<file path="config.mk">
export PLATFORM = sky130hd
export DESIGN_NAME = fisr_fmul
export DESIGN_NICKNAME = d
export VERILOG_FILES = /design/src/sv/fisr_pkg.sv /design/src/sv/fisr_fmul.sv
export SDC_FILE = /design/constraint.sdc
export NUM_CORES = 2
export LEC_CHECK = 0
export ABC_AREA = 0
export BUFFER_PORTS_ARGS = -buffer_cell sky130_fd_sc_hd__clkbuf_2
export CORE_AREA = 10 10 312 239
export DETAILED_ROUTE_END_ITERATION = 8
export DIE_AREA = 0 0 322 249
export PLACE_DENSITY = 0.61
export SLEW_MARGIN = 20
export SYNTH_ARGS = -nofsm -noshare
export SYNTH_HDL_FRONTEND = slang
export SYNTH_SLANG_ARGS = --single-unit
export TNS_END_PERCENT = 50
</file>
<file path="constraint.sdc">
create_clock -name clock -period 9.9 [get_ports clock]
set_input_delay 0.495 -clock clock [delete_from_list [all_inputs] [get_ports clock]]
set_output_delay 0.495 -clock clock [all_outputs]
set_load 0.05 [all_outputs]
</file>
<file path="src/sv/fisr_pkg.sv">
package fisr_pkg;

   localparam logic [31:0] MAGIC        = 32'h5F37_59DF;
   localparam logic [31:0] ONE_HALF     = 32'h3F00_0000;
   localparam logic [31:0] THREE_HALVES = 32'h3FC0_0000;
   localparam logic [31:0] CANON_NAN    = 32'h7FC0_0000;
   localparam logic [30:0] INF_BODY     = 31'h7F80_0000;

   function automatic logic [5:0] clz48(input logic [47:0] x);
      logic [5:0] n;
      logic       found;
      n = 6'd48;
      found = 1'b0;
      for (int i = 47; i >= 0; i--) begin
         if (!found && x[i]) begin
            n = 6'(47 - i);
            found = 1'b1;
         end
      end
      return n;
   endfunction

   function automatic logic [4:0] clz27(input logic [26:0] x);
      logic [4:0] n;
      logic       found;
      n = 5'd27;
      found = 1'b0;
      for (int i = 26; i >= 0; i--) begin
         if (!found && x[i]) begin
            n = 5'(26 - i);
            found = 1'b1;
         end
      end
      return n;
   endfunction

endpackage

</file>
<file path="src/sv/fisr_fmul.sv">
module fisr_fmul (
   input  logic        clock,
   input  logic        enable,
   input  logic [31:0] a,
   input  logic [31:0] b,
   output logic [31:0] product
);

   logic [47:0]        prod_ff, prod_in;
   logic signed [10:0] esum_ff, esum_in;
   logic               sign_ff, sign_in;
   logic               nan_ff, nan_in;
   logic               inf_ff, inf_in;
   logic               zero_ff, zero_in;

   // unpack and multiply significands
   always_comb begin
      logic [7:0]  xa, xb;
      logic        a_nan, b_nan, a_inf, b_inf, a_zero, b_zero;
      a_nan  = (a[30:23] == 8'hFF) && (a[22:0] != 23'd0);
      b_nan  = (b[30:23] == 8'hFF) && (b[22:0] != 23'd0);
      a_inf  = (a[30:23] == 8'hFF) && (a[22:0] == 23'd0);
      b_inf  = (b[30:23] == 8'hFF) && (b[22:0] == 23'd0);
      a_zero = (a[30:0] == 31'd0);
      b_zero = (b[30:0] == 31'd0);
      xa = (a[30:23] == 8'd0) ? 8'd1 : a[30:23];
      xb = (b[30:23] == 8'd0) ? 8'd1 : b[30:23];
      prod_in = {24'd0, (a[30:23] != 8'd0), a[22:0]} * {24'd0, (b[30:23] != 8'd0), b[22:0]};
      esum_in = $signed({3'b000, xa}) + $signed({3'b000, xb}) - 11'sd126;
      sign_in = a[31] ^ b[31];
      nan_in  = a_nan | b_nan | (a_inf & b_zero) | (a_zero & b_inf);
      inf_in  = a_inf | b_inf;
      zero_in = a_zero | b_zero;
   end

   always_ff @(posedge clock) begin
      if (enable) begin
         prod_ff <= prod_in;
         esum_ff <= esum_in;
         sign_ff <= sign_in;
         nan_ff  <= nan_in;
         inf_ff  <= inf_in;
         zero_ff <= zero_in;
      end
   end

   // normalize and round to nearest even
   always_comb begin
      logic [5:0]         lz;
      logic [47:0]        pn;
      logic [47:0]        sh_val;
      logic signed [10:0] be;
      logic signed [10:0] sh;
      logic [5:0]         shc;
      logic [23:0]        mant;
      logic [7:0]         field;
      logic               grd, stk, rnd;
      logic [30:0]        body;
      lz = fisr_pkg::clz48(prod_ff);
      pn = prod_ff << lz;
      be = esum_ff - $signed({5'b00000, lz});
      sh = 11'sd1 - be;
      shc = (sh > 11'sd48) ? 6'd48 : sh[5:0];
      sh_val = pn >> shc;
      if (be >= 11'sd1) begin
         mant  = pn[47:24];
         grd   = pn[23];
         stk   = |pn[22:0];
         field = be[7:0];
      end else begin
         mant   = sh_val[47:24];
         grd    = sh_val[23];
         stk    = (|sh_val[22:0]) | (|(pn & ~(48'hFFFF_FFFF_FFFF << shc)));
         field  = 8'd0;
      end
      rnd  = grd & (stk | mant[0]);
      body = {field, mant[22:0]} + {30'd0, rnd};
      if (nan_ff) begin
         product = fisr_pkg::CANON_NAN;
      end else if (inf_ff || (be >= 11'sd255)) begin
         product = {sign_ff, fisr_pkg::INF_BODY};
      end else if (zero_ff) begin
         product = {sign_ff, 31'd0};
      end else begin
         product = {sign_ff, body};
      end
   end

endmodule

</file>
# Yosys cells after proc, flatten, opt, wreduce, memory -nomap -nowiden
# Index checks and enable logic that the tools add are counted.
op_classes:
  reduce_logical: 112
  n_addsub: 5
  n_eq_ne: 2
  n_bitwise: 13
  n_shift: 3
  muxes: 105
  n_mul: 1
  magnitude_cmp: 3
op_table:
  columns: ["cell", "n"]
  rows:
  - ["6-bit two-way mux", 49]
  - ["31-bit logical NOT", 2]
  - ["31-bit two-way mux", 2]
  - ["1-bit logical AND", 51]
  - ["1-bit two-way mux", 49]
  - ["48-bit AND", 1]
  - ["24-bit by 24-bit multiplier with 48-bit output", 1]
  - ["48-bit inverter", 1]
  - ["48-bit OR reduction", 1]
  - ["48-bit by 6-bit << shifter with 48-bit output", 1]
  - ["48-bit by 6-bit << shifter with 48-bit output (first input constant)", 1]
  - ["48-bit by 6-bit right shift with 47-bit output", 1]
  - ["1-bit logical NOT", 47]
  - ["23-bit logical NOT", 2]
  - ["23-bit nonzero test", 2]
  - ["23-bit OR reduction", 2]
  - ["32-bit two-way mux", 1]
  - ["31-bit by 1-bit adder with 31-bit output", 1]
  - ["8-bit two-way mux", 3]
  - ["23-bit two-way mux", 1]
  - ["8-bit equality test (second input constant)", 2]
  - ["8-bit logical NOT", 2]
  - ["8-bit nonzero test", 2]
  - ["11-bit by 2-bit greater-or-equal comparator with 1-bit output (second input constant)", 1]
  - ["other kinds (10)", 18]
word_totals:
  output_inout_bits: 32
  in_bits: 66
  regBits: 63
  wordCells: 250

# Depth between registers and ports, before layout
logic_depth:
  depth_word: 158
  mapped_depth: 37
  mapped_depth_nobuf: 32

# Least setup slack after synthesis
# No wires, ideal clock.
synth_timing:
  path_type: "reg2out"
  from: "register prod_ff[11]"
  to: "output port product[20]"
  path_slack_ns: 0.320
  arrival_time_ns: 9.085
  required_time_ns: 9.405
  path_stages_with_launch: 36
  path_buffers: 7
  cell_sequence: "edfxtp_1 > or4_1 > buf_2 > or4_1 > nand3_1 > nand3_1 > nand3_1 > nand2_1 > inv_1 > clkbuf_1 > buf_1 > ha_1 > inv_1 > fa_1 > clkbuf_1 > inv_1 > ha_1 > a2111oi_0 > mux2i_1 > o22a_1 > a31oi_1 > buf_4 > buf_4 > clkbuf_1 > mux2i_1 > mux2i_1 > nand2_1 > nand4_1 > a211oi_1 > a21oi_1 > inv_1 > ha_1 > nand3_2 > nor3_2 > a31oi_1 > nor3_1"
synth_between:
  elab_chain_cells: 51
  elab_cells_between_ends: 71
  cone_classes: "add/sub (3); order compare (3); shift (3); mux (30); bitwise (5); reduce/logical (27)"
synth_lines:
  columns: ["item", "line_no", "text"]
  rows:
  - ["from (decl)", "fisr_fmul.sv:9", "logic [47:0] prod_ff, prod_in;"]
  - ["from (signal assigned)", "fisr_fmul.sv:38", "prod_ff <= prod_in;"]
  - ["1-bit logical AND", "fisr_pkg.sv:15", "if (!found && x[i]) begin"]
  - ["1-bit two-way mux", "fisr_pkg.sv:15", null]
  - ["1-bit logical NOT", "fisr_pkg.sv:15", null]
  - ["1-bit logical AND", "fisr_pkg.sv:15", null]
  - ["1-bit two-way mux", "fisr_pkg.sv:15", null]
  - ["1-bit logical NOT", "fisr_pkg.sv:15", null]
  - ["1-bit logical AND", "fisr_pkg.sv:15", null]
  - ["1-bit two-way mux", "fisr_pkg.sv:15", null]
  - ["[35 not listed]", null, null]
  - ["1-bit OR", "fisr_fmul.sv:73", "stk = (|sh_val[22:0]) | (|(pn & ~(48'hFFFF_FFFF_FFFF << shc)));"]
  - ["1-bit two-way mux", "fisr_fmul.sv:65", "if (be >= 11'sd1) begin"]
  - ["1-bit OR", "fisr_fmul.sv:76", "rnd = grd & (stk | mant[0]);"]
  - ["1-bit AND", "fisr_fmul.sv:76", null]
  - ["31-bit by 1-bit adder with 31-bit output", "fisr_fmul.sv:77", "body = {field, mant[22:0]} + {30'd0, rnd};"]
  - ["31-bit two-way mux", "fisr_fmul.sv:82", "end else if (zero_ff) begin"]
  - ["31-bit two-way mux *", "fisr_fmul.sv:80", "end else if (inf_ff || (be >= 11'sd255)) begin"]
  - ["32-bit two-way mux *", "fisr_fmul.sv:78", "if (nan_ff) begin"]
  - ["to (decl)", "fisr_fmul.sv:6", "output logic [31:0] product"]
# Mark *: on every way between the ends. The rest lies on a longest branch, timed or not.

# Worst setup path after layout
layout_timing:
  from: "register prod_ff[43]"
  to: "output port product[30]"
layout_between:
  elab_chain_cells: 147
  elab_cells_between_ends: 200
  cone_classes: "add/sub (3); order compare (3); shift (3); mux (95); bitwise (5); reduce/logical (91)"
layout_lines:
  columns: ["item", "line_no"]
  rows:
  - ["1-bit logical AND", "fisr_pkg.sv:15"]
  - ["1-bit two-way mux", "fisr_pkg.sv:15"]
  - ["1-bit logical NOT", "fisr_pkg.sv:15"]
  - ["1-bit logical AND", "fisr_pkg.sv:15"]
  - ["1-bit two-way mux", "fisr_pkg.sv:15"]
  - ["1-bit logical NOT", "fisr_pkg.sv:15"]
  - ["1-bit logical AND", "fisr_pkg.sv:15"]
  - ["1-bit two-way mux", "fisr_pkg.sv:15"]
  - ["[131 not listed]", null]
  - ["1-bit OR", "fisr_fmul.sv:73"]
  - ["1-bit two-way mux", "fisr_fmul.sv:65"]
  - ["1-bit OR", "fisr_fmul.sv:76"]
  - ["1-bit AND", "fisr_fmul.sv:76"]
  - ["31-bit by 1-bit adder with 31-bit output", "fisr_fmul.sv:77"]
  - ["31-bit two-way mux", "fisr_fmul.sv:82"]
  - ["31-bit two-way mux *", "fisr_fmul.sv:80"]
  - ["32-bit two-way mux *", "fisr_fmul.sv:78"]
# Marks and branches as above.

==> flow_summary_export.csv <==
group,metric,value,unit
timing,period_share,96.65,%
cells_and_area,seqCellArea,1862,um2
clock_network,cts_buffers,9,
worst_hold_path,worstHoldPathCells,2,
setup_path,cp-end-kind,"output port",
logic_synthesis,synthArstFlopShare,0,%
logic_synthesis,yosysWarnings,0,
setup_path,max_stage_delay,0.51,ns
floorplanning,die_h,249,um
logic_synthesis,netlist_instances,3862,
timing,final.setup.tns,0,ns
global_route,grt_pass1_wl,180500,um
floorplanning,num_rows,83,
placement,dp_slack,0.6064,ns
floorplanning,start_util,44.81,%
route,vias,29990,
timing,achievable-frequency,104.5,MHz
global_route,gr-usage-met3,9.965,%
logic_synthesis,synthDistinctLibCells,105,
timing,finalCriticalPeriod,9.568,ns
floorplanning,die_width,322,um
clock_network,clk_pin_slew_worst_paths,0.06,ns
setup_path,cp.required,9.41,ns
logic_synthesis,synth_edf_count,62,
cells_and_area,drive_gt1_share,9.299,%
global_route,grt_start_max_net_pins,60,
global_route,antenna_found_initial,4,
global_route,grt_util_met1,41.35,%
setup_path,cp_max_fo,9,
clock_network,clk_path_buf_depth,2,
logic_synthesis,ys_ff_latch,62,
floorplanning,core,68130,um2
route,finalWirelength,116800,um
flow_run,drv_cap,0,
logic_synthesis,synth.avg_cell_area,7.904,um2
global_route,grt_util_met2,40.63,%
placement,gp_congestion,1.049,
logic_synthesis,yosysSeqAreaShare,6.099,%
route,wire_per_inst,24.46,um
global_route,track_usage,28.64,%
cells_and_area,fin_cells,4774,
floorplanning,dieArea,80180,um2
cells_and_area,final_net_count,4625,
status,status,"finished clean",
placement,hpwl,91280,um
global_route,grt-ovfl-total,0,
worst_hold_path,hold_path.class,"input pin to register",
setup_path,crit_type,"register to output port",
clock_network,cts-root-buf,"clkbuf_16",
route,drt_iter0_drc,3709,
timing,hold_viol,0,
cells_and_area,fillers,6819,
clock_network,cts_sinks,62,
timing,maxSlewHeadroom,22.82,%
clock_network,cts_tree,"built",
timing,postLayoutSetupSlackWorst,0.3319,ns
route,via_per_inst,6.282,
placement,dp.cells,4748,
timing,finalMaxSlewViolations,0,
cells_and_area,multiInputGateArea,25860,um2
route,drtPass1Iterations,6,
timing,worstMarginPinSlew,1.158,ns
route,drcViolationCount,0,
placement,port_buffers,97,
logic_synthesis,netlist_area,30530,um2
cells_and_area,area_delta_synth_final,8.435,%
timing,final-setup-viol-count,0,
cells_and_area,diodes,0,
clock_network,htreeDepth,3,
setup_path,cp_slowest_cell,"edfxtp_1",
setup_path,crit_arrival,9.07,ns
clock_network,holdBufCountCts,0,
logic_synthesis,ys.flop_type,"edfxtp_1",
floorplanning,ios,98,
logic_synthesis,synthesis.nets,4610,
setup_path,critPathLaunchType,"register",
global_route,busiest_layer,"met1",
route,ant_nets,0,
global_route,grt_pass1_vias,29480,
synth_stat cells (all sizes together) (13+ instances only):
master	count	share of area, %
o211ai	67	1.8
a21oi	190	3.2
inv	529	6.5
a21o	23	0.57
o21ai	138	2.3
nand3	174	2.9
nor3	79	1.4
ha	198	8.1
nand2	538	6.6
nand2b	20	0.43
clkbuf	180	2.2
o21a	15	0.37
a2111oi	19	0.65
nand4	69	1.4
o2111ai	13	0.37
a211oi	45	1.2
a22oi	23	0.57
fa	484	32
xnor2	49	1.4
buf	59	1.1
nor4	45	1.2
nor2b	15	0.31
xor2	19	0.55
or2	18	0.37
and2	252	5.2
mux2i	27	0.89
and3	20	0.41
nor2	202	2.5
o31ai	15	0.39
a31oi	31	0.66
or3	20	0.41
o22ai	27	0.55
edfxtp	62	6.1
registers in the layout (all words and copies together), names as in the netlist:
register / cells
zero_ff: 1
prod_ff: 48
sign_ff: 1
inf_ff: 1
nan_ff: 1
esum_ff: 10
cells in the final DEF (no fill, tap or decap), drive strengths merged, types with 11 or more instances in the layout:
cell type,n
or3,20
a2111oi,19
o31ai,15
nor2,202
nand3,174
inv,529
xor2,19
a211oi,45
o21ai,138
a31oi,31
a21o,23
nor2b,15
a21boi,11
o2111ai,13
mux2i,27
and3,20
ha,198
or2,18
nor3,79
or4,11
nand2b,20
buf,172
nand2,538
a22oi,23
xnor2,49
a31o,11
fa,484
o221ai,11
o211ai,67
clkbuf,80
a21oi,190
o21a,15
nor4,45
o22ai,27
edfxtp,62
nand4,69
and2,252
cell type report:
cell class | instances | area share, %
multi-input cells | 3030 | 78.12
flip-flops and latches | 62 | 5.625
repair buffers | 243 | 5.988
clock buffers | 9 | 0.6804
well taps | 892 | 3.372
clock inverters | 7 | 0.1966
inverters | 531 | 6.022
worst paths after layout:
check                  startpoint           to  slack, ns
worst min-delay path        a[31]      sign_ff       0.46
worst max-delay path  prod_ff[43]  product[30]       0.33
cells by family after synthesis:
logic type      after synthesis  share of synthesized area, %
flops                        62                         6.099
mux                          33                         1.107
simple gates               1495                         24.26
xor+xnor                     68                         1.951
buf+inv                     770                         9.829
compound gates              752                         16.90
fa+ha+maj                   682                         39.86
per-layer routing:
layer	vias to the layer above	routed length (um)
li1	13060	-
met1	14880	50440
met2	1846	47790
met3	201	16020
met4	4	2488
met5	-	18
worst max-delay path: cells and delay by family, from the launching register on:
kind | cells | cell delay [ns]
AND/OR/NAND/NOR | 14 | 2.85
AO/OA/AOI/OAI | 9 | 2.77
adder cells (fa/ha/maj) | 4 | 1.19
buffers and inverters | 8 | 1.16
flip-flops | 1 | 0.51
XOR/XNOR | 1 | 0.22
per-stage QoR:
step	util, %	hold slack (ns)	cell area [um2]
4_1_cts	48.29	0.4585	32900
3_5_place_dp	47.86	0.8286	32610
3_3_place_gp	47.86	0.8030	32610
5_1_grt	48.59	0.4882	33100
2_1_floorplan	-	0.6075	30530
6_report	48.59	0.4612	33100
timing repair:
| action | in CTS | in global routing |
|---|---|---|
| buffers inserted | 0 | 10 |
| resized for setup | 0 | 23 |
| hold endpoints to repair | 0 | 0 |
| endpoints found under the setup margin | 0 | 29 |
Power is left out: the tool's default activity adds up to more than one toggle a clock period on the data nets, which glitch-free logic cannot reach.
