## config.mk

```make
export PLATFORM = sky130hd
export DESIGN_NAME = fisr_fadd
export DESIGN_NICKNAME = d
export VERILOG_FILES = /design/src/sv/fisr_pkg.sv /design/src/sv/fisr_fadd.sv
export SDC_FILE = /design/constraint.sdc
export NUM_CORES = 1
export LEC_CHECK = 0
export ABC_CLOCK_PERIOD_IN_PS = 18100
export BUFFER_PORTS_ARGS = -buffer_cell sky130_fd_sc_hd__buf_2
export CORE_ASPECT_RATIO = 0.8
export CORE_UTILIZATION = 25
export CTS_CLUSTER_DIAMETER = 60
export DETAILED_ROUTE_END_ITERATION = 6
export SYNTH_ARGS = -nofsm -noshare
export SYNTH_HDL_FRONTEND = slang
export SYNTH_SLANG_ARGS = --single-unit
```

## constraint.sdc

```tcl
create_clock -name clock -period 18.1 [get_ports clock]
set_input_delay 4.525 -clock clock [delete_from_list [all_inputs] [get_ports clock]]
set_output_delay 4.525 -clock clock [all_outputs]
set_load 0.01 [all_outputs]
```

## src/sv/fisr_pkg.sv

```systemverilog
package fisr_pkg;

   localparam logic [31:0] MAGIC        = 32'h5F37_59DF;
   localparam logic [31:0] ONE_HALF     = 32'h3F00_0000;
   localparam logic [31:0] THREE_HALVES = 32'h3FC0_0000;
   localparam logic [31:0] CANON_NAN    = 32'h7FC0_0000;
   localparam logic [30:0] INF_BODY     = 31'h7F80_0000;

   function automatic logic [5:0] clz48(input logic [47:0] x);
      logic [5:0] n;
      logic       found;
      n = 6'd48;
      found = 1'b0;
      for (int i = 47; i >= 0; i--) begin
         if (!found && x[i]) begin
            n = 6'(47 - i);
            found = 1'b1;
         end
      end
      return n;
   endfunction

   function automatic logic [4:0] clz27(input logic [26:0] x);
      logic [4:0] n;
      logic       found;
      n = 5'd27;
      found = 1'b0;
      for (int i = 26; i >= 0; i--) begin
         if (!found && x[i]) begin
            n = 5'(26 - i);
            found = 1'b1;
         end
      end
      return n;
   endfunction

endpackage

```

## src/sv/fisr_fadd.sv

```systemverilog
module fisr_fadd (
   input  logic        clock,
   input  logic        enable,
   input  logic [31:0] a,
   input  logic [31:0] b,
   output logic [31:0] sum
);

   logic [27:0] sum_ff, sum_in;
   logic [7:0]  exp_ff, exp_in;
   logic        sign_ff, sign_in;
   logic        zsign_ff, zsign_in;
   logic        nan_ff, nan_in;
   logic        inf_ff, inf_in;
   logic        isign_ff, isign_in;

   // order by magnitude, align, add or subtract
   always_comb begin
      logic [31:0] big, sml;
      logic [7:0]  xb, xs, d;
      logic [4:0]  dc;
      logic [26:0] mb, ms, sm;
      logic        a_nan, b_nan, a_inf, b_inf;
      a_nan = (a[30:23] == 8'hFF) && (a[22:0] != 23'd0);
      b_nan = (b[30:23] == 8'hFF) && (b[22:0] != 23'd0);
      a_inf = (a[30:23] == 8'hFF) && (a[22:0] == 23'd0);
      b_inf = (b[30:23] == 8'hFF) && (b[22:0] == 23'd0);
      if (a[30:0] >= b[30:0]) begin
         big = a;
         sml = b;
      end else begin
         big = b;
         sml = a;
      end
      xb = (big[30:23] == 8'd0) ? 8'd1 : big[30:23];
      xs = (sml[30:23] == 8'd0) ? 8'd1 : sml[30:23];
      d  = xb - xs;
      dc = (d > 8'd27) ? 5'd27 : d[4:0];
      mb = {(big[30:23] != 8'd0), big[22:0], 3'b000};
      ms = {(sml[30:23] != 8'd0), sml[22:0], 3'b000};
      sm = ms >> dc;
      sm[0] = sm[0] | (|(ms & ~(27'h7FF_FFFF << dc)));
      if (a[31] != b[31]) begin
         sum_in = {1'b0, mb} - {1'b0, sm};
      end else begin
         sum_in = {1'b0, mb} + {1'b0, sm};
      end
      exp_in   = xb;
      sign_in  = big[31];
      zsign_in = a[31] & b[31];
      nan_in   = a_nan | b_nan | (a_inf & b_inf & (a[31] != b[31]));
      inf_in   = a_inf | b_inf;
      isign_in = a_inf ? a[31] : b[31];
   end

   always_ff @(posedge clock) begin
      if (enable) begin
         sum_ff   <= sum_in;
         exp_ff   <= exp_in;
         sign_ff  <= sign_in;
         zsign_ff <= zsign_in;
         nan_ff   <= nan_in;
         inf_ff   <= inf_in;
         isign_ff <= isign_in;
      end
   end

   // normalize and round to nearest even
   always_comb begin
      logic [4:0]  lz;
      logic [26:0] m;
      logic [8:0]  field;
      logic        rnd;
      logic [30:0] body;
      lz = fisr_pkg::clz27(sum_ff[26:0]);
      if (sum_ff[27]) begin
         m     = {sum_ff[27:2], sum_ff[1] | sum_ff[0]};
         field = {1'b0, exp_ff} + 9'd1;
      end else if ({3'b000, lz} <= (exp_ff - 8'd1)) begin
         m     = sum_ff[26:0] << lz;
         field = {1'b0, exp_ff} - {4'd0, lz};
      end else begin
         m     = sum_ff[26:0] << (exp_ff - 8'd1);
         field = 9'd0;
      end
      rnd  = m[2] & ((|m[1:0]) | m[3]);
      body = {field[7:0], m[25:3]} + {30'd0, rnd};
      if (nan_ff) begin
         sum = fisr_pkg::CANON_NAN;
      end else if (inf_ff) begin
         sum = {isign_ff, fisr_pkg::INF_BODY};
      end else if (sum_ff == 28'd0) begin
         sum = {zsign_ff, 31'd0};
      end else if (field >= 9'd255) begin
         sum = {sign_ff, fisr_pkg::INF_BODY};
      end else begin
         sum = {sign_ff, body};
      end
   end

endmodule

```

Word-level counts from Yosys, hierarchy flattened
Index checks and enable logic that the tools add are counted. W data, S select, Z words.

Add/sub/neg operators: 7. Order comparisons: 4. Equal/unequal tests: 3. Shift operators: 4. Muxes and demuxes: 68. Bitwise operators: 12. Reduce and logical (&&, ||, !) cells: 67.

Operators with widths (number): $mux W5 (28); $mux W32 (4); $mux W31 (2); $mux W26 (2); $logic_not A23 Y1 (2); $reduce_bool A23 Y1 (2); $add A31 B1 Y31 (1); $ge A31 B31 Y1 (1); $logic_and A1 B1 Y1 (30); $add A27 B27 Y28 (1); $logic_not A28 Y1 (1); $mux W28 (1); $sub A27 B27 Y28 (1); $and A27 B27 Y27 (1); $mux W1 (27); $not A27 Y27 (1); $reduce_or A27 Y1 (1); $shl A27 B5 Y26 (1); $shl A27 B5 Y27 const A (1); $shl A27 B8 Y26 (1); $shr A27 B5 Y27 (1); $logic_not A1 Y1 (26); $mux W9 (2); $eq A8 B8 Y1 const B (2); other kinds (14) (25).

Register bits after elaboration: 41.

Longest topological paths before layout
Gate-level depths: netlist of run 1.

Depth after elaboration: 90. Mapped depth: 56. Depth with buffers taken out: 50.

Worst setup path before layout of run 1
Ideal clock, no wire load.

Path kind: input to register. Start point: in b[12]. End point: reg sum_ff[25] (data pin). Setup time: 0.259 ns. Arrival time: 13.819 ns. Data required time: 17.841 ns. Setup slack: 4.022 ns. Stages: 55. Path buffers: 6. Cell sequence: inv_1 > ha_1 > a211oi_1 > o21ai_0 > nor4_1 > a211o_1 > clkbuf_1 > nand2_1 > clkbuf_1 > clkbuf_1 > clkbuf_1 > o21ai_0 > nor4_1 > and2_1 > nor2_1 > ha_1 > inv_1 > fa_1 > (+19 left out) > fa_1 > nor2b_1 > o21ai_0 > nand2b_1 > a21o_1 > a21o_1 > a21o_1 > a21o_1 > a31oi_1 > a2111oi_0 > nor2_1 > nor2_1 > o21bai_1 > a221oi_1 > a21boi_0 > a21oi_1 > o21ai_0 > xnor2_1.

Word-level cells in the longest chain between the ends: 14.

RTL lines: start: declaration (line fisr_fadd.sv:5) `input logic [31:0] b,`; $ge A31 B31 Y1 (*) (line fisr_fadd.sv:28) `if (a[30:0] >= b[30:0]) begin`; $mux W32 (*) (line fisr_fadd.sv:28); $logic_not A8 Y1 (line fisr_fadd.sv:35) `xb = (big[30:23] == 8'd0) ? 8'd1 : big[30:23];`; $mux W8 (*) (line fisr_fadd.sv:35); via exp_in[6] (line fisr_fadd.sv:10) `logic [7:0] exp_ff, exp_in;`; $sub A8 B8 Y8 (*) (line fisr_fadd.sv:37) `d = xb - xs;`; $gt A8 B5 Y1 (*) (line fisr_fadd.sv:38) `dc = (d > 8'd27) ? 5'd27 : d[4:0];`; $mux W5 (*) (line fisr_fadd.sv:38); $shl A27 B5 Y27 (line fisr_fadd.sv:42) `sm[0] = sm[0] | (|(ms & ~(27'h7FF_FFFF << dc)));`; $not A27 Y27 (line fisr_fadd.sv:42); $and A27 B27 Y27 (line fisr_fadd.sv:42); $reduce_or A27 Y1 (line fisr_fadd.sv:42); $or A1 B1 Y1 (line fisr_fadd.sv:42); $add A27 B27 Y28 / $sub A27 B27 Y28 (equally long branches) (line fisr_fadd.sv:46, fisr_fadd.sv:44); $mux W28 (*) (line fisr_fadd.sv:43) `if (a[31] != b[31]) begin`; via sum_in[25] (line fisr_fadd.sv:9) `logic [27:0] sum_ff, sum_in;`; end signal: assignment (line fisr_fadd.sv:58) `sum_ff <= sum_in;`; end: declaration (line fisr_fadd.sv:9).

The timed path passes the listed nets; every way through them passes the cells marked *. A chain may end at the register's enable or synchronous reset.

Worst setup path after layout of run 1
Start point: in b[12]. End point: reg sum_ff[25] (data pin).

Word-level cells in the longest chain between the ends: 14.

RTL lines (line): $ge A31 B31 Y1 (*) (fisr_fadd.sv:28); $mux W32 (*) (fisr_fadd.sv:28); $logic_not A8 Y1 (fisr_fadd.sv:35); $mux W8 (*) (fisr_fadd.sv:35); via exp_in[1] (fisr_fadd.sv:10); $sub A8 B8 Y8 (*) (fisr_fadd.sv:37); $gt A8 B5 Y1 (fisr_fadd.sv:38); $mux W5 (*) (fisr_fadd.sv:38); $shl A27 B5 Y27 (fisr_fadd.sv:42); $not A27 Y27 (fisr_fadd.sv:42); $and A27 B27 Y27 (fisr_fadd.sv:42); $reduce_or A27 Y1 (fisr_fadd.sv:42); $or A1 B1 Y1 (fisr_fadd.sv:42); $add A27 B27 Y28 / $sub A27 B27 Y28 (equally long branches) (fisr_fadd.sv:46, fisr_fadd.sv:44); $mux W28 (*) (fisr_fadd.sv:43); via sum_in[25] (fisr_fadd.sv:9).

Marked as above.

==> flow_summary.json, run 1 <==
{
  "critical_path_class": "in -> reg",
  "synth.largest_area_cell": "ha_1",
  "dpl.hpwl_um": 36100,
  "first_iter_violations": 1530,
  "end_kind": "flip-flop",
  "powerDensity_nw_per_um2": 90.9,
  "hold_viol": 0,
  "die_area_um2": 45700,
  "antenna_left": 0,
  "cts_buffers": 5,
  "grt_pass1_wl_um": 70500,
  "grt_start_max_net_pins": 58,
  "crit_top_cell": "o21ai_0",
  "routabilityCongestion": 0.992,
  "fillerInstances": 4827,
  "min_from": "b[31]",
  "slowest_stage": "a211o_1",
  "areaGrowthSynthToFinish_pct": 11.2,
  "drt-pass1-iter-count": 5,
  "track_usage": 0.194,
  "cap_viol_max_count": 0,
  "die_w_um": 239,
  "hp-class": "in -> reg",
  "fin_nets": 1836,
  "path_clk_slew_ps": 60,
  "synth_nets": 1793,
  "crit_fanout": 24,
  "io_pins": 98,
  "place_area_um2": 12300,
  "htreeDepth": 2,
  "grt_pass1_vias": 12000,
  "ys_async_sr_fraction": 0,
  "antenna_found_initial": 0,
  "synth.distinct_cells": 89,
  "drc": 0,
  "cp-start-kind": "input port",
  "worstSetupStartpoint": "b[12]",
  "fmax_ghz": 0.0648,
  "cts_buffer_depth": 2,
  "synth_top_area_share": 0.112,
  "crit_required_ps": 18130,
  "cts_sinks": 41,
  "globalRouteOverflowTotal": 0,
  "fin_area_um2": 12500,
  "synth_ff_type": "edfxtp_1",
  "ys_seq_area_frac": 0.110,
  "dp.cells": 2255,
  "post_cts_resized": 0,
  "antenna_cells": 0,
  "avgSynthCellArea_um2": 6.90,
  "tritoncts": "yes",
  "cp.arrival_ps": 15470,
  "vias": 13100,
  "holdBufCountCts": 0,
  "start_util": 0.257,
  "peakVddDrop_mv": 0.0453,
  "dieHeight_um": 191,
  "slew_headroom": 0.281,
  "syn_inst": 1624,
  "via_per_inst": 5.78,
  "synth_edf_count": 41,
  "setup_violations": 0,
  "portBuffers": 97,
  "synth-seq-cells": 41,
  "setup_tns_ps": 0,
  "ys_warn_count": 0,
  "hold_depth": 2,
  "period_minus_slack_ps": 15440,
  "synthTopCellsByArea": "ha_1, edfxtp_1, a21oi_1, nand2_1, mux2i_1",
  "post_cts_buffers": 0,
  "endpoint": "sum_ff[25]",
  "slowest_delay_ps": 650,
  "status": "complete, no violations",
  "core_area_um2": 43600,
  "fin_crit_sh": 0.853,
  "p_leak_nw": 5.15,
  "num_rows": 68,
  "drv_slew": 0,
  "rsz0062_at_grt": "false",
  "fin_cells": 2263,
  "wl_per_cell_um": 20.0,
  "synth.cell_area_um2": 11200,
  "final_layout_size_suffix_gt1_frac": 0.113,
  "clockRootBuffer": "clkbuf_16",
  "wirelength_um": 45200,
  "worst_pin_slew_ps": 1070
}
==> final cells by class <==
type                       count  area (um2)  share of cell area
multi-input combinational   1385        9210               0.739
sequential                    41        1230              0.0988
tap                          595         744              0.0598
timing repair buffer         124         688              0.0552
inverter                     110         413              0.0331
clock buffer                   5         125              0.0100
clock inverter                 3        46.3             0.00372
==> sequential cells by signal (all words and copies together) (netlist names) <==
| register | count |
|---|---|
| exp_ff | 8 |
| sum_ff | 28 |
| sign_ff | 1 |
| isign_ff | 1 |
| inf_ff | 1 |
| nan_ff | 1 |
| zsign_ff | 1 |
==> critical path: cells and delay by family <==
kind	cells	cell delay (ps)
AO/OA/AOI/OAI	21	4950
XOR/XNOR	2	670
adder cells (fa/ha/maj)	5	1480
buffers and inverters	5	710
AND/OR/NAND/NOR	16	3130
==> Yosys cell counts (all sizes together), types with 21 or more instances <==
library cell	instances
ha	100
inv	109
edfxtp	41
nand4	29
a211oi	32
nand3	60
nor3	47
nor2	133
mux2i	69
clkbuf	63
a21oi	164
nand2	188
xnor2	39
buf	25
and3	21
a21o	23
nor4	35
a31oi	27
o21ai	112
==> metrics by stage <==
step	util	power [mW]	hold slack, ps	setup WS [ps]
final	0.285	1.13	4600	2660
after global routing	0.285	1.22	4600	1500
after CTS	0.285	1.11	4590	2910
after detailed placement	0.282	1.00	4890	2620
after global placement	0.282	1.01	4880	2850
after floorplan	-	0.756	4640	4020
==> worst min path at each step <==
stage | endpoint | slack (ps)
after floorplan | exp_ff[0] | 4640
after global placement | zsign_ff | 4880
after detailed placement | sign_ff | 4890
after CTS | sign_ff | 4590
after global routing | sign_ff | 4600
final | zsign_ff | 4600
==> report_power, final <==
part	total (mW)	switching [mW]	internal (mW)
registers	0.177	0.0419	0.136
clock network	0.0982	0.0331	0.0651
logic	0.856	0.556	0.300
total	1.13	0.631	0.501
==> cell usage in the layout (no fill, tap or decap), types with 29 or more instances in the layout <==
master,Yosys,final
nor3_1,45,42
mux2i_1,67,67
o21ai_0,109,109
inv_1,109,109
nor4_1,35,35
nand3_1,59,58
edfxtp_1,41,41
a211oi_1,29,29
xnor2_1,39,39
ha_1,100,100
nor2_1,133,133
nand2_1,188,187
buf_2,8,97
a21oi_1,161,161
==> metal layers <==
metal | up-vias | wire [um] | global-route usage
met5 | - | 0 | 0
met3 | 81 | 4170 | 0.0391
li1 | 6137 | - | -
met1 | 6215 | 21000 | 0.277
met2 | 643 | 18700 | 0.286
met4 | 0 | 1340 | 0.0641
==> logic make-up (layout without fill, tap and decap cells) <==
family,Yosys count,in the layout,synth area share
AOI/OAI and AO/OA,536,536,0.311
xor gates and xnor gates,58,58,0.0453
adders and majority gates,103,103,0.117
buffers and inverters,198,242,0.0699
DFF,41,41,0.110
muxes,90,90,0.0854
and+or+nand+nor,598,598,0.261
Power figures use the tool's default switching activity.
==> run 2: changes to the inputs <==
Settings changed: ABC_AREA set to 1.
==> run 2 against run 1 <==
Largest power group unchanged; wire length grew 2.3%; highest routed layer is now met5; first-iteration DRC count grew 11%; critical path depth grew 9; flip-flop and latch count is the same; the flow now finishes with violations (design-rule violations).
==> flow_summary.json, run 2 <==
{
  "cts_sinks": 41,
  "p_comb_frac": 0.787,
  "wirelength_um": 46300,
  "via_per_inst": 5.18,
  "post_cts_buffers": 0,
  "synth_nets": 2428,
  "drc": 1,
  "min_from": "a[31]",
  "drv_slew": 0,
  "crit_fanout": 111,
  "worstSetupStartpoint": "b[24]",
  "synth_top_area_share": 0.196,
  "grt_pass1_wl_um": 73700,
  "clockRootBuffer": "clkbuf_16",
  "fin_cells": 2916,
  "ys_async_sr_fraction": 0,
  "crit_required_ps": 18140,
  "antenna_left": 0,
  "slowest_stage": "nand3_4",
  "cap_viol_max_count": 0,
  "final_common_cell": "nand2_1",
  "first_iter_violations": 1703,
  "synth.distinct_cells": 57,
  "fin_nets": 2455,
  "die_w_um": 250,
  "fin_crit_sh": 0.821,
  "setup_tns_ps": 0,
  "peakVddDrop_mv": 0.0389,
  "htreeDepth": 2,
  "drt-pass1-iter-count": 7,
  "start_util": 0.254,
  "fin_area_um2": 13400,
  "reg_top3": "sum_ff x28, exp_ff x8",
  "dieHeight_um": 200,
  "io_pins": 98,
  "post_cts_resized": 0,
  "hold_viol": 0,
  "grt_pass1_vias": 13600,
  "ys_seq_area_frac": 0.100,
  "synthTopCellsByArea": "nand2_1, nand3_1, ha_1, edfxtp_1, inv_1",
  "core_area_um2": 48400,
  "holdBufCountCts": 0,
  "synth.cell_area_um2": 12300,
  "areaGrowthSynthToFinish_pct": 9.11,
  "num_rows": 72,
  "p_sw_mw": 0.760,
  "cp.arrival_ps": 14900,
  "vias": 15100,
  "p_leak_nw": 6.72,
  "period_minus_slack_ps": 14860,
  "yosysMostFrequentCell": "nand2_1",
  "yosys-top-cells-count": "nand2_1, nand3_1, inv_1",
  "path_clk_slew_ps": 60,
  "wl_per_cell_um": 15.9,
  "dp.cells": 2908,
  "synth.largest_area_cell": "nand2_1",
  "syn_inst": 2259,
  "powerDensity_nw_per_um2": 92.2,
  "crit_top_cell": "nand2_1",
  "routabilityCongestion": 1.01,
  "slowest_delay_ps": 920,
  "cp-start-kind": "input port",
  "fmax_ghz": 0.0673,
  "synth_edf_count": 41,
  "pwr-share-seq": 0.144,
  "track_usage": 0.181,
  "setup_violations": 0,
  "sw_frac_of_total": 0.615,
  "slew_headroom": 0.329,
  "layout_common_cells": "nand2_1, nand3_1, inv_1",
  "tritoncts": "yes",
  "largest_reg_flops": 28,
  "antenna_found_initial": 3,
  "final_layout_size_suffix_gt1_frac": 0.0783,
  "portBuffers": 97,
  "largest-register": "sum_ff",
  "die_area_um2": 50000,
  "p_int_mw": 0.476,
  "synth-seq-cells": 41,
  "place_area_um2": 13300,
  "pwr-share-clk": 0.069,
  "fillerInstances": 5590,
  "dpl.hpwl_um": 38400,
  "antenna_cells": 0,
  "violations": "design-rule violations",
  "status": "complete, but fails checks",
  "multi_input_area_um2": 9550,
  "grt_start_max_net_pins": 112,
  "cts_buffer_depth": 2,
  "layout.area.seq_um2": 1230,
  "end_kind": "flip-flop",
  "worst_pin_slew_ps": 1010,
  "critical_path_class": "in -> reg",
  "rsz0062_at_grt": "false",
  "avgSynthCellArea_um2": 5.44,
  "cts_buffers": 5,
  "hp-class": "in -> reg",
  "globalRouteOverflowTotal": 0,
  "ys_warn_count": 0,
  "synth_ff_type": "edfxtp_1"
}
run 2: cell types whose count changed after synthesis, sizes merged, moves of 50 or more:
cell   delta
mux2i    -68
nand2   +468
nor2    +105
a21oi    -50
inv     +187
nand3   +294
run 2: layout make-up:
class | count | share of cell area
timing repair buffer | 109 | 0.0430
tap | 629 | 0.0587
multi-input combinational | 1833 | 0.713
clock inverter | 3 | 0.00131
sequential | 41 | 0.0919
clock buffer | 5 | 0.00934
inverter | 296 | 0.0829
run 2: worst paths after layout:
kind | depth (start not counted) | slack [ps] | to
hold / removal | 3 | 4620 | sign_ff
setup / recovery | 58 | 3240 | sum_ff[25]
run 2: worst max-delay path: cells and delay by family:
kind / cells / cell delay, ps
adders and majority gates: 4 / 1270
and+or+nand+nor: 31 / 3860
AOI/OAI and AO/OA: 11 / 3180
buffers and inverters: 10 / 1390
xor gates and xnor gates: 2 / 640
run 2: metal layers:
metal,global-route usage,part of all wire
met5,0,0.0010
met4,0.0622,0.034
met3,0.0196,0.081
met2,0.280,0.42
met1,0.258,0.46
run 2: metrics by stage:
stage	hold slack [ps]	util	power (mW)	setup WS [ps]
global placement	4880	0.274	1.13	3200
detailed placement	4900	0.274	1.12	3200
CTS	4600	0.277	1.21	3450
floorplan	4640	-	0.866	5920
finish	4620	0.277	1.24	3240
global route	4640	0.277	1.36	2090
run 2: power by group through the flow:
stage	clock network [mW]	logic, mW	registers, mW
final	0.0856	0.972	0.178
after global routing	0.0922	1.09	0.181
after CTS	0.0884	0.946	0.176
after detailed placement	0	0.941	0.178
after global placement	0	0.949	0.178
after floorplan	0	0.705	0.161
run 2: kinds of logic (layout without fill, tap and decap cells):
kind of cell             Yosys count  count (layout)  synth area share
AND/OR/NAND/NOR                 1368            1368             0.493
XOR/XNOR                          41              41            0.0292
multiplexers                       1               1          0.000815
flip-flops                        41              41             0.100
AO/OA/AOI/OAI                    320             320             0.147
buffers and inverters            385             413             0.123
adder cells (fa/ha/maj)          103             103             0.107
==> run 3: changes to the inputs <==
Settings changed: ABC_CLOCK_PERIOD_IN_PS 18100 to 15500.
Clock period 18.1 ns to 15.5 ns, I/O delays scaled along.
==> run 3 against run 2 <==
The run now ends clean; clock-buffer cell count did not move; clock power up 59%; sequential share of layout area decreased by 0.050 points; combinational power is 16% higher; critical path depth shrank 2; worst setup slack worse by 1200 ps; via count is 0.40% lower; flip-flop and latch count stayed put.
==> flow_summary.json, run 3 (synthesized netlist as in run 2, its figures left out) <==
{
  "hold_depth": 2,
  "fillerInstances": 5448,
  "wirelength_um": 46200,
  "cts_buffer_depth": 2,
  "crit_top_cell": "nand2_1",
  "rsz0062_at_grt": "false",
  "drv_slew": 0,
  "clockRootBuffer": "clkbuf_16",
  "cap_viol_max_count": 0,
  "peakVddDrop_mv": 0.0473,
  "start_util": 0.254,
  "num_rows": 72,
  "fin_util": 0.279,
  "dieHeight_um": 200,
  "cts_buffers": 5,
  "fmax_ghz": 0.0742,
  "fin_nets": 2458,
  "dp.cells": 2911,
  "worst_pin_slew_ps": 937,
  "fin_cells": 2919,
  "layout_common_cells": "nand2_1, nand3_1, inv_1",
  "reg_top3": "sum_ff x28, exp_ff x8",
  "crit_required_ps": 15550,
  "antenna_left": 0,
  "io_pins": 98,
  "areaGrowthSynthToFinish_pct": 9.71,
  "end_kind": "flip-flop",
  "finalWorstSetupSlack_ps": 2030,
  "tritoncts": "yes",
  "slowest_delay_ps": 680,
  "globalRouteOverflowTotal": 0,
  "htreeDepth": 2,
  "post_cts_resized": 0,
  "antenna_cells": 0,
  "fin_area_um2": 13500,
  "largest_reg_flops": 28,
  "period_minus_slack_ps": 13470,
  "grt_start_max_net_pins": 68,
  "fin_crit_sh": 0.869,
  "cp.arrival_ps": 13520,
  "routabilityCongestion": 1.00,
  "hold_end": "zsign_ff",
  "hp-class": "in -> reg",
  "status": "complete, no violations",
  "post-place-ws_ps": 1990,
  "via_per_inst": 5.15,
  "die_w_um": 250,
  "hold_viol": 0,
  "place_area_um2": 13300,
  "wl_per_cell_um": 15.8,
  "cp-start-kind": "input port",
  "first_iter_violations": 1921,
  "cts_sinks": 41,
  "powerDensity_nw_per_um2": 109,
  "dpl.hpwl_um": 38300,
  "track_usage": 0.180,
  "min_from": "b[31]",
  "drt-pass1-iter-count": 6,
  "final_layout_size_suffix_gt1_frac": 0.0795,
  "drc": 0,
  "grt_pass1_vias": 13700,
  "slowest_stage": "nand3_4",
  "portBuffers": 97,
  "p_leak_nw": 6.76,
  "path_clk_slew_ps": 60,
  "grt_pass1_wl_um": 73500,
  "holdBufCountCts": 0,
  "setup_tns_ps": 0,
  "setup_violations": 0,
  "antenna_found_initial": 2,
  "slew_headroom": 0.375,
  "core_area_um2": 48400,
  "vias": 15000,
  "post_cts_buffers": 0,
  "final_common_cell": "nand2_1",
  "critical_path_class": "in -> reg",
  "crit_fanout": 67,
  "largest-register": "sum_ff",
  "die_area_um2": 50000
}
-- run 3: cell types whose count changed in the layout (fill, tap and decap cells not counted), sizes merged --
cell,before,now
bufinv,0,2
clkinvlp,1,0
buf,109,112
inv,296,297
clkinv,2,0
-- run 3: critical path: cells and delay by family --
| kind | cells | cell delay [ps] |
|---|---|---|
| compound gates | 10 | 2860 |
| xor+xnor | 2 | 620 |
| fa+ha+maj | 5 | 1400 |
| buf+inv | 8 | 1130 |
| simple gates | 31 | 3570 |
-- run 3: power breakdown --
group	leakage, nW	switching [mW]	internal, mW	total, mW
combinational	6.26	0.798	0.334	1.13
sequential	0.400	0.0442	0.163	0.207
clock	0.0944	0.0429	0.0928	0.136
-- run 3: worst max-delay path by stage --
| stage | start | cells past startpoint | to | slack [ps] |
|---|---|---|---|---|
| 6_report | b[18] | 56 | sum_ff[25] | 2030 |
| 5_1_grt | b[20] | 56 | sum_ff[25] | 1040 |
| 4_1_cts | b[18] | 56 | sum_ff[25] | 2270 |
| 3_5_place_dp | b[20] | 56 | sum_ff[25] | 1990 |
| 3_3_place_gp | a[18] | 55 | sum_ff[25] | 1970 |
| 2_1_floorplan | b[30] | 61 | sum_ff[25] | 3970 |
-- run 3: layout make-up --
type                       count  area [um2]  share of cell area
clock buffer                   5         125             0.00929
clock inverter                 3        68.8             0.00511
multi-input combinational   1833        9550               0.709
timing repair buffer         112         598              0.0444
sequential                    41        1230              0.0914
tap                          629         787              0.0584
inverter                     296        1110              0.0825
-- run 3: layer usage --
layer,global-route usage,vias up,part of all wire
met5,0,-,0.00074
met4,0.0613,4,0.032
met3,0.0243,63,0.088
met2,0.278,666,0.42
met1,0.257,6740,0.46
li1,-,7557,-
-- run 3: per-stage QoR --
stage,power (mW),hold WS (ps)
floorplan,1.01,3990
global route,1.62,3960
CTS,1.45,3960
global placement,1.31,4250
detailed placement,1.30,4250
finish,1.47,3960
